==> config.mk <==
export PLATFORM = sky130hd
export DESIGN_NAME = awsg_ctrl
export DESIGN_NICKNAME = d
export VERILOG_FILES = /design/src/awsg_pkg.sv /design/src/awsg_ctrl.sv
export SDC_FILE = /design/constraint.sdc
export NUM_CORES = 1
export LEC_CHECK = 0
export BUFFER_PORTS_ARGS = -buffer_cell sky130_fd_sc_hd__buf_2
export CAP_MARGIN = 20
export CORE_AREA = 2 2 39 41
export CTS_BUF_LIST = sky130_fd_sc_hd__clkbuf_2 sky130_fd_sc_hd__clkbuf_4 sky130_fd_sc_hd__clkbuf_8
export DETAILED_ROUTE_END_ITERATION = 12
export DIE_AREA = 0 0 41 43
export PLACE_DENSITY_LB_ADDON = 0.25
export SLEW_MARGIN = 10
export SYNTH_ARGS = -nofsm -noshare
export SYNTH_HDL_FRONTEND = slang
export SYNTH_SLANG_ARGS = --single-unit
==> constraint.sdc <==
create_clock -name i_clk -period 1.24 [get_ports i_clk]
set_input_delay 0.248 -clock i_clk [delete_from_list [all_inputs] [get_ports i_clk]]
set_output_delay 0.248 -clock i_clk [all_outputs]
set_load 0.01 [all_outputs]
==> src/awsg_pkg.sv <==
// Shared types, constants and cosine table function for the AM wave sample generator.
`default_nettype none

package awsg_pkg;

    // Default values for the top level parameters
    localparam int unsigned COS_TABLE_BITS_DEF = 10;
    localparam int unsigned PHASE_BITS_DEF     = 32;

    // Field widths
    localparam int unsigned STEP_W     = 32;
    localparam int unsigned AMP_W      = 15;
    localparam int unsigned GAIN_W     = 16;
    localparam int unsigned CODE_W     = 8;
    localparam int unsigned LEN_W      = 16;
    localparam int unsigned CFG_IDX_W  = 3;
    localparam int unsigned CFG_DATA_W = 32;
    localparam int unsigned MAG_W      = 15;   // quarter-wave magnitude, 0..16384
    localparam int unsigned COS_W      = 16;   // signed Q1.14 cosine

    // Configuration register indexes
    localparam logic [CFG_IDX_W-1:0] CFG_CARRIER_STEP = 3'd0;
    localparam logic [CFG_IDX_W-1:0] CFG_MOD_STEP     = 3'd1;
    localparam logic [CFG_IDX_W-1:0] CFG_CARRIER_AMP  = 3'd2;
    localparam logic [CFG_IDX_W-1:0] CFG_MOD_AMP      = 3'd3;
    localparam logic [CFG_IDX_W-1:0] CFG_SPAN_GAIN    = 3'd4;
    localparam logic [CFG_IDX_W-1:0] CFG_MIN_CODE     = 3'd5;
    localparam logic [CFG_IDX_W-1:0] CFG_CYCLE_LENGTH = 3'd6;

    // Register reset values
    localparam logic [STEP_W-1:0] RST_CARRIER_STEP = 32'd61356676;
    localparam logic [STEP_W-1:0] RST_MOD_STEP     = 32'd6135667;
    localparam logic [AMP_W-1:0]  RST_CARRIER_AMP  = 15'd16384;
    localparam logic [AMP_W-1:0]  RST_MOD_AMP      = 15'd13107;
    localparam logic [GAIN_W-1:0] RST_SPAN_GAIN    = 16'd13156;
    localparam logic [CODE_W-1:0] RST_MIN_CODE     = 8'd70;
    localparam logic [LEN_W-1:0]  RST_CYCLE_LENGTH = 16'd700;

    // Fixed point constants
    localparam logic [63:0] TWO_PI_Q30 = 64'd6746518852;
    localparam logic [63:0] ONE_Q30    = 64'd1 << 30;
    localparam logic [63:0] HALF_Q16   = 64'd32768;
    localparam logic signed [31:0] ONE_Q28 = 32'sd268435456;
    localparam logic [CODE_W-1:0]  CODE_MAX = 8'd255;

    // Taylor series divisors (2n-1)*2n for n = 1..6
    localparam logic [63:0] TAYLOR_DIV [6] = '{64'd2, 64'd12, 64'd30, 64'd56, 64'd90, 64'd132};

    // Datapath commands from the controller
    typedef struct packed {
        logic load;     // transaction accepted, start table reads
        logic mul1;     // amplitude products
        logic mul2;     // modulation product
        logic gain;     // span gain product
        logic finish;   // write output register, advance phases
    } t_dp_cmd;

    // Datapath status to the controller
    typedef struct packed {
        logic out_free; // output register can take a new sample
    } t_dp_status;

    // Quarter-wave cosine in Q1.14, evaluated at elaboration only
    function automatic logic [MAG_W-1:0] cos_quarter(input int unsigned j,
                                                    input int unsigned tbits);
        logic [63:0]        u;
        logic [63:0]        u2;
        logic [63:0]        term;
        logic signed [63:0] sum;
        logic [63:0]        rnd;
        u    = (TWO_PI_Q30 * 64'(j)) >> tbits;
        u2   = (u * u) >> 30;
        term = ONE_Q30;
        sum  = signed'(term);
        for (int n = 1; n <= 6; n++) begin
            term = ((term * u2) >> 30) / TAYLOR_DIV[n-1];
            if ((n & 1) != 0) begin
                sum = sum - signed'(term);
            end else begin
                sum = sum + signed'(term);
            end
        end
        if (sum < 0) begin
            sum = '0;
        end
        rnd = (unsigned'(sum) + HALF_Q16) >> 16;
        return rnd[MAG_W-1:0];
    endfunction

endpackage

`default_nettype wire

==> src/awsg_ctrl.sv <==
// Controller state machine sequencing one sample through the datapath.
`default_nettype none

module awsg_ctrl
    import awsg_pkg::*;
(
    input  wire logic       i_clk,
    input  wire logic       i_rst_n,
    input  wire logic       i_valid,
    output logic            o_ready,
    input  wire t_dp_status i_status,
    output t_dp_cmd         o_cmd
);

    localparam logic [2:0] S_IDLE = 3'd0;
    localparam logic [2:0] S_MUL1 = 3'd1;
    localparam logic [2:0] S_MUL2 = 3'd2;
    localparam logic [2:0] S_GAIN = 3'd3;
    localparam logic [2:0] S_OUT  = 3'd4;

    logic [2:0] r_state;
    logic [2:0] n_state;
    logic       w_accept;

    assign o_ready  = (r_state == S_IDLE);
    assign w_accept = i_valid && o_ready;

    // Next state
    always_comb begin
        n_state = r_state;
        unique case (r_state)
            S_IDLE: if (w_accept) n_state = S_MUL1;
            S_MUL1: n_state = S_MUL2;
            S_MUL2: n_state = S_GAIN;
            S_GAIN: n_state = S_OUT;
            S_OUT:  if (i_status.out_free) n_state = S_IDLE;
            default: n_state = S_IDLE;
        endcase
    end

    always_ff @(posedge i_clk) begin
        if (!i_rst_n) begin
            r_state <= S_IDLE;
        end else begin
            r_state <= n_state;
        end
    end

    // Datapath commands
    assign o_cmd.load   = w_accept;
    assign o_cmd.mul1   = (r_state == S_MUL1);
    assign o_cmd.mul2   = (r_state == S_MUL2);
    assign o_cmd.gain   = (r_state == S_GAIN);
    assign o_cmd.finish = (r_state == S_OUT) && i_status.out_free;

endmodule

`default_nettype wire

==> results.txt, run 1 <==
Outcome: complete, but fails checks
Failing checks: negative setup slack
Clk slew on worst S/H paths: 40 ps
Worst Setup End Kind: primary output
# diodes: 0
Layout Utilization: 22.1%
DP Cell Count: 41
Initial Util: 13.4%
Via count: 176
CP Launch Point: r_state[0]$_SDFFE_PN0P_
Area after DPL: 225 µm²
Number of flops mapped to enable cells by yosys: 0
Core Box Area: 1380 µm²
Largest net degree at the start of global routing: 9
Antenna Nets Post-Route: 0
Clk_skew: 2.51 ps
Overall die width: 41 µm
CTS tree: done
Final HPWL DP: 305 µm
Final net count: 37
Worst Max-Slew Pin Slew: 237 ps
Vias per cell: 3.67
Share of layout cells above drive strength 1: 71.9%
# rows: 14
Setup violations, final: 1
Dominant cells by area after synthesis: dfxtp_1 32%, nor3b_1 12%, buf_4 8.1%
Flops & latches, synth: 3
Max Freq: 795 MHz
Worst rel slew slack: 84.0%
Maximum vdd drop: 0.457 mV
Power per cell area: 1320 nW/µm²
Post-synth top cells: 3 x dfxtp_1, 3 x nor3b_1, 2 x buf_2, 2 x buf_4
Largest Register: r_state
H-tree depth: 1
Final hold violation count: 0
Average cell area after synthesis: 9.26 µm²
Num CTS Buffers: 3
Count of cell types in the netlist: 14
Post-layout min period: 1260 ps
Synth warnings: 0
Critical Path RT: 990 ps
First-pass GRT wire length: 586 µm
Final WS setup: -17.5 ps
I/O Pins: 10
CTS Sinks: 3
Largest registers: r_state (3)
Clk pwr share: 47.0%
Post-synth net total: 24
PortBufs: 9
Routability Congestion: 0.578
Crit-path max FO: 7
Worst r2r dst: r_state[2]$_SDFFE_PN0P_
DR DRC count: 0
Max reg flops: 3
Worst setup path endpoint: o_cmd[4]
Register share of total power: 31.8%
Critical R2R Launch: r_state[2]$_SDFFE_PN0P_
Top_reg_cell synth: dfxtp_1
Switch share: 25.9%
Sw power: 0.105 mW
Initial antenna violation count: 0
Busiest layer in global routing: met1
DRT iter0 DRCs: 2
CP arrival: 1010 ps
Grt met2 use: 4.38%
Die ar.: 1760 µm²
Max-slew violation count: 0
R2R cell count: 3
R2r setup slk: 240 ps
Hold WC Path Type: in -> reg
Vias in the first global route: 128
Final instance area: 305 µm²
Internal Power: 0.299 mW
Area growth syn-to-layout: 64.9%
Setup crit start kind: register
Static Leak: 0.140 nW
Syn Inst Count: 20
Later-pin clock latency in the skew report: 230 ps
Total GRT Usage: 5.52%
Detailed Routing Iterations Pass 1: 2
CTS Buffer Depth: 2
Yosys top cell by area: dfxtp_1
Root Driver: clkbuf_4
CP Class: reg -> out
Share of the synthesized area in the top cell type: 32.4%
Wire per inst: 9.73 µm
DRT Wirelength: 467 µm
Unrepaired setup endpoints after global routing: true
Pre-CTS setup slack: 108 ps
GR met1 Demand/Resource: 8.33%
Synthesized area: 185 µm²
Max-cap violations: 0
Sequential share of the synthesized area: 32.4%
Post-Layout Cell Count: 48
Fraction of registers with async set/reset: 0%
Die Height: 43 µm
GR Util met3: 3.14%
Combinational Power Share: 21.1%
Final period utilization: 101%
Total congestion overflow: 0
-- metrics by stage --
stage / power (mW) / hold WS [ps] / TNS [ps]
finish: 0.404 / 269 / -17.5
global route: 0.433 / 273 / -171
floorplan: 0.179 / 366 / 0
global placement: 0.196 / 487 / 0
CTS: 0.400 / 247 / -43.3
detailed placement: 0.197 / 492 / 0
-- what timing repair did --
item                                    4_1_cts  5_1_grt
pin swaps                                     2        2
gates resized for setup                       6        3
gates cloned                                  0        0
buffers inserted                              1        2
hold buffers                                  0        0
endpoints found under the setup margin        6        5
-- power groups by stage --
stage               Clock, mW  Sequential (mW)  Combinational, mW
floorplan                   0            0.110             0.0691
global placement            0            0.126             0.0705
detailed placement          0            0.127             0.0699
CTS                     0.201            0.126             0.0724
global route            0.207            0.131             0.0949
finish                  0.190            0.129             0.0854
-- worst min-delay path by stage --
| stage | start | end | slack [ps] | cells past startpoint |
|---|---|---|---|---|
| floorplan | i_rst_n | r_state[2]$_SDFFE_PN0P_ | 370 | 1 |
| global placement | i_rst_n | r_state[2]$_SDFFE_PN0P_ | 490 | 2 |
| detailed placement | i_rst_n | r_state[2]$_SDFFE_PN0P_ | 490 | 2 |
| CTS | i_rst_n | r_state[2]$_SDFFE_PN0P_ | 250 | 2 |
| global route | i_rst_n | r_state[2]$_SDFFE_PN0P_ | 270 | 2 |
| finish | i_rst_n | r_state[2]$_SDFFE_PN0P_ | 270 | 2 |
-- cells by family (layout without fill, tap and decap cells) --
kind of cell | count (synthesis) | in the layout | share of synthesized area, %
AND/OR/NAND/NOR | 11 | 11 | 45.3
buffers and inverters | 4 | 16 | 13.5
flip-flops | 3 | 3 | 32.4
AO/OA/AOI/OAI | 1 | 1 | 4.06
XOR/XNOR | 1 | 1 | 4.73
-- critical path, cell delays in order (launching register included) --
cell     delay [ps]
dfxtp_4         360
nor3_4          170
and2_1          130
buf_2           120
-- layout make-up --
class	instances	area, µm²
repair buffers	12	67.6
fillers	160	1080
clock buffers	4	30.0
flip-flops and latches	3	71.3
multi-input cells	13	116
well taps	16	20.0
-- cell usage in the layout (no fill, tap or decap) --
master    n
dfxtp_4   3
nor3_4    1
clkbuf_4  4
and2_1    1
xnor2_1   1
nor3b_2   2
nor4b_2   1
nor2_1    1
and3b_1   1
nor3b_1   1
nand2_1   1
nor3_1    1
buf_2     9
buf_4     3
nor4b_1   1
o21a_1    1
-- per-layer routing --
| layer | up-vias | part of all wire [%] |
|---|---|---|
| met5 | - | 0 |
| met4 | 0 | 0 |
| met3 | 0 | 8.8 |
| met2 | 10 | 39 |
| met1 | 75 | 52 |
| li1 | 91 | - |
Power figures use the tool's default switching activity.
==> run 2: changes to the inputs <==
- BUFFER_PORTS_ARGS: -buffer_cell sky130_fd_sc_hd__buf_2 -> -buffer_cell sky130_fd_sc_hd__clkbuf_2
==> run 2 against run 1 <==
The run still ends with negative setup slack left. Final cell count decreased by 6.3%. Clock skew about the same. Power is 2.1% lower. Largest cell class unchanged. Highest routed layer unchanged.
==> results.txt, run 2 (synthesis results as in run 1) <==
Crit-path cells: nor3_4 > and2_1 > buf_2 (unchanged)
Vias in the first global route: 153 (was 128)
Clk slew on worst S/H paths: 40 ps (about the same)
Final WS setup: -35.0 ps (was -17.5 ps)
Initial Util: 13.4% (unchanged)
Num CTS Buffers: 3 (unchanged)
Critical R2R Launch: r_state[2]$_SDFFE_PN0P_ (unchanged)
CTS Buffer Depth: 2 (unchanged)
Pwr Total: 0.395 mW (was 0.404 mW)
Largest Register: r_state (unchanged)
Setup crit start kind: register (unchanged)
Vias per cell: 3.76 (was 3.67)
Crit-path max FO: 8 (was 7)
Combinational Power Share: 18.9% (was 21.1%)
Worst rel slew slack: 82.0% (was 84.0%)
Die ar.: 1760 µm² (unchanged)
Max-cap violations: 0 (unchanged)
Commonest cells after routing, fill and taps aside: 5 x clkbuf_2, 4 x clkbuf_4, 4 x buf_2 (was 9 x buf_2, 4 x clkbuf_4, 3 x dfxtp_4, 3 x buf_4, 2 x nor3b_2)
Unrepaired setup endpoints after global routing: true (unchanged)
Worst Setup End Kind: primary output (unchanged)
CTS tree: done (unchanged)
PortBufs: 9 (unchanged)
Fin Setup TNS: -35.0 ps (was -17.5 ps)
R2R cell count: 2 (was 3)
Clk_skew: 2.02 ps (was 2.51 ps)
Root Driver: clkbuf_4 (unchanged)
Static Leak: 0.121 nW (was 0.140 nW)
Max reg flops: 3 (unchanged)
Area growth syn-to-layout: 50.0% (was 64.9%)
Setup violations, final: 1 (unchanged)
Sw power: 0.104 mW (was 0.105 mW)
I/O Pins: 10 (unchanged)
Final net count: 34 (was 37)
R2r setup slk: 370 ps (was 240 ps)
Share of layout cells above drive strength 1: 65.5% (was 71.9%)
Failing checks: negative setup slack (unchanged)
Worst min-delay path endpoint: r_state[2]$_SDFFE_PN0P_ (unchanged)
Later-pin clock latency in the skew report: 230 ps (about the same)
Internal Power: 0.291 mW (was 0.299 mW)
Register share of total power: 33.0% (was 31.8%)
Wire per inst: 9.11 µm (was 9.73 µm)
Routability Congestion: 0.518 (was 0.578)
Critical Path RT: 990 ps (about the same)
Hold_sp: i_rst_n (unchanged)
Largest net degree at the start of global routing: 9 (unchanged)
Hold path cells: 2 (unchanged)
Final period utilization: 103% (was 101%)
Layout Utilization: 20.1% (was 22.1%)
Core Box Area: 1380 µm² (unchanged)
Via count: 169 (was 176)
Outcome: complete, but fails checks (unchanged)
DRT Wirelength: 410 µm (was 467 µm)
Max Freq: 784 MHz (was 795 MHz)
Post-layout min period: 1270 ps (was 1260 ps)
Largest registers: r_state (3) (unchanged)
CP Launch Point: r_state[0]$_SDFFE_PN0P_ (unchanged)
Worst r2r dst: r_state[2]$_SDFFE_PN0P_ (unchanged)
Overall die width: 41 µm (unchanged)
Power per cell area: 1420 nW/µm² (was 1320 nW/µm²)
Max-slew violation count: 0 (unchanged)
Maximum vdd drop: 0.444 mV (was 0.457 mV)
Final HPWL DP: 305 µm (about the same)
CP arrival: 1030 ps (was 1010 ps)
CP Class: reg -> out (unchanged)
Clk pwr share: 48.1% (was 47.0%)
DR DRC count: 0 (unchanged)
Switch share: 26.3% (was 25.9%)
Worst Max-Slew Pin Slew: 266 ps (was 237 ps)
Detailed Routing Iterations Pass 1: 2 (unchanged)
Critical path's largest stage delay: 370 ps (was 360 ps)
Die Height: 43 µm (unchanged)
Total congestion overflow: 0 (unchanged)
Most common cell after layout, fill and taps aside: clkbuf_2 (was buf_2)
Post-cts hold buffer count: 0 (unchanged)
DRT iter0 DRCs: 3 (was 2)
Antenna Nets Post-Route: 0 (unchanged)
Initial antenna violation count: 0 (unchanged)
H-tree depth: 1 (unchanged)
Hold WC Path Type: in -> reg (unchanged)
Number of setup buffers added after CTS: 0 (was 1)
Final hold violation count: 0 (unchanged)
CTS Sinks: 3 (unchanged)
Total GRT Usage: 6.02% (was 5.52%)
First-pass GRT wire length: 621 µm (was 586 µm)
# diodes: 0 (unchanged)
CP max stage cell: dfxtp_4 (unchanged)
# rows: 14 (unchanged)
==> run 2: cell type report <==
cell class / count / area (µm²)
Clock buffer: 4 / 30.0
Fill cell: 155 / 1110
Multi-Input combinational cell: 13 / 111
Sequential cell: 3 / 71.3
Tap cell: 16 / 20.0
Timing Repair Buffer: 9 / 45.0
==> run 2: metal layers <==
metal,vias to the layer above,share of wire [%],GRT usage [%]
met1,72,45,6.75
met3,0,19,6.81
met4,0,0,4.00
met5,-,0,0
met2,12,36,6.25
li1,85,-,-
==> run 2: what timing repair did <==
action                     4_1_cts  5_1_grt
pin swaps                        1        1
gates resized for setup          5        7
setup endpoints to repair        5        5
==> run 2: per-stage QoR <==
step | hold slack, ps | cell area [µm²] | worst slack [ps] | cells
global route | 254 | 278 | -103 | 45
finish | 244 | 278 | -35.0 | 45
floorplan | 366 | 185 | 39.4 | 20
global placement | 489 | 225 | 150 | 41
CTS | 241 | 264 | -51.9 | 45
detailed placement | 494 | 225 | 109 | 41
==> run 2: worst max path at each step <==
| stage | slack (ps) | cells past startpoint | to |
|---|---|---|---|
| 6_report | -30 | 3 | o_cmd[4] |
| 4_1_cts | -50 | 3 | o_cmd[4] |
| 3_5_place_dp | 110 | 2 | o_cmd[3] |
| 3_3_place_gp | 150 | 3 | o_cmd[4] |
| 2_1_floorplan | 40 | 4 | o_cmd[4] |
| 5_1_grt | -100 | 3 | o_cmd[4] |
==> run 2: power groups by stage <==
stage	Combinational [mW]	Sequential, mW	Clock, mW
after floorplan	0.0691	0.110	0
after global placement	0.0694	0.125	0
after detailed placement	0.0708	0.127	0
after CTS	0.0706	0.127	0.203
after global routing	0.0844	0.133	0.211
final	0.0749	0.130	0.190
==> run 2: critical path: cells and delay by family (launching register included) <==
family / cells / cell delay (ps)
and+or+nand+nor: 2 / 310
buffers and inverters: 1 / 120
DFF: 1 / 370
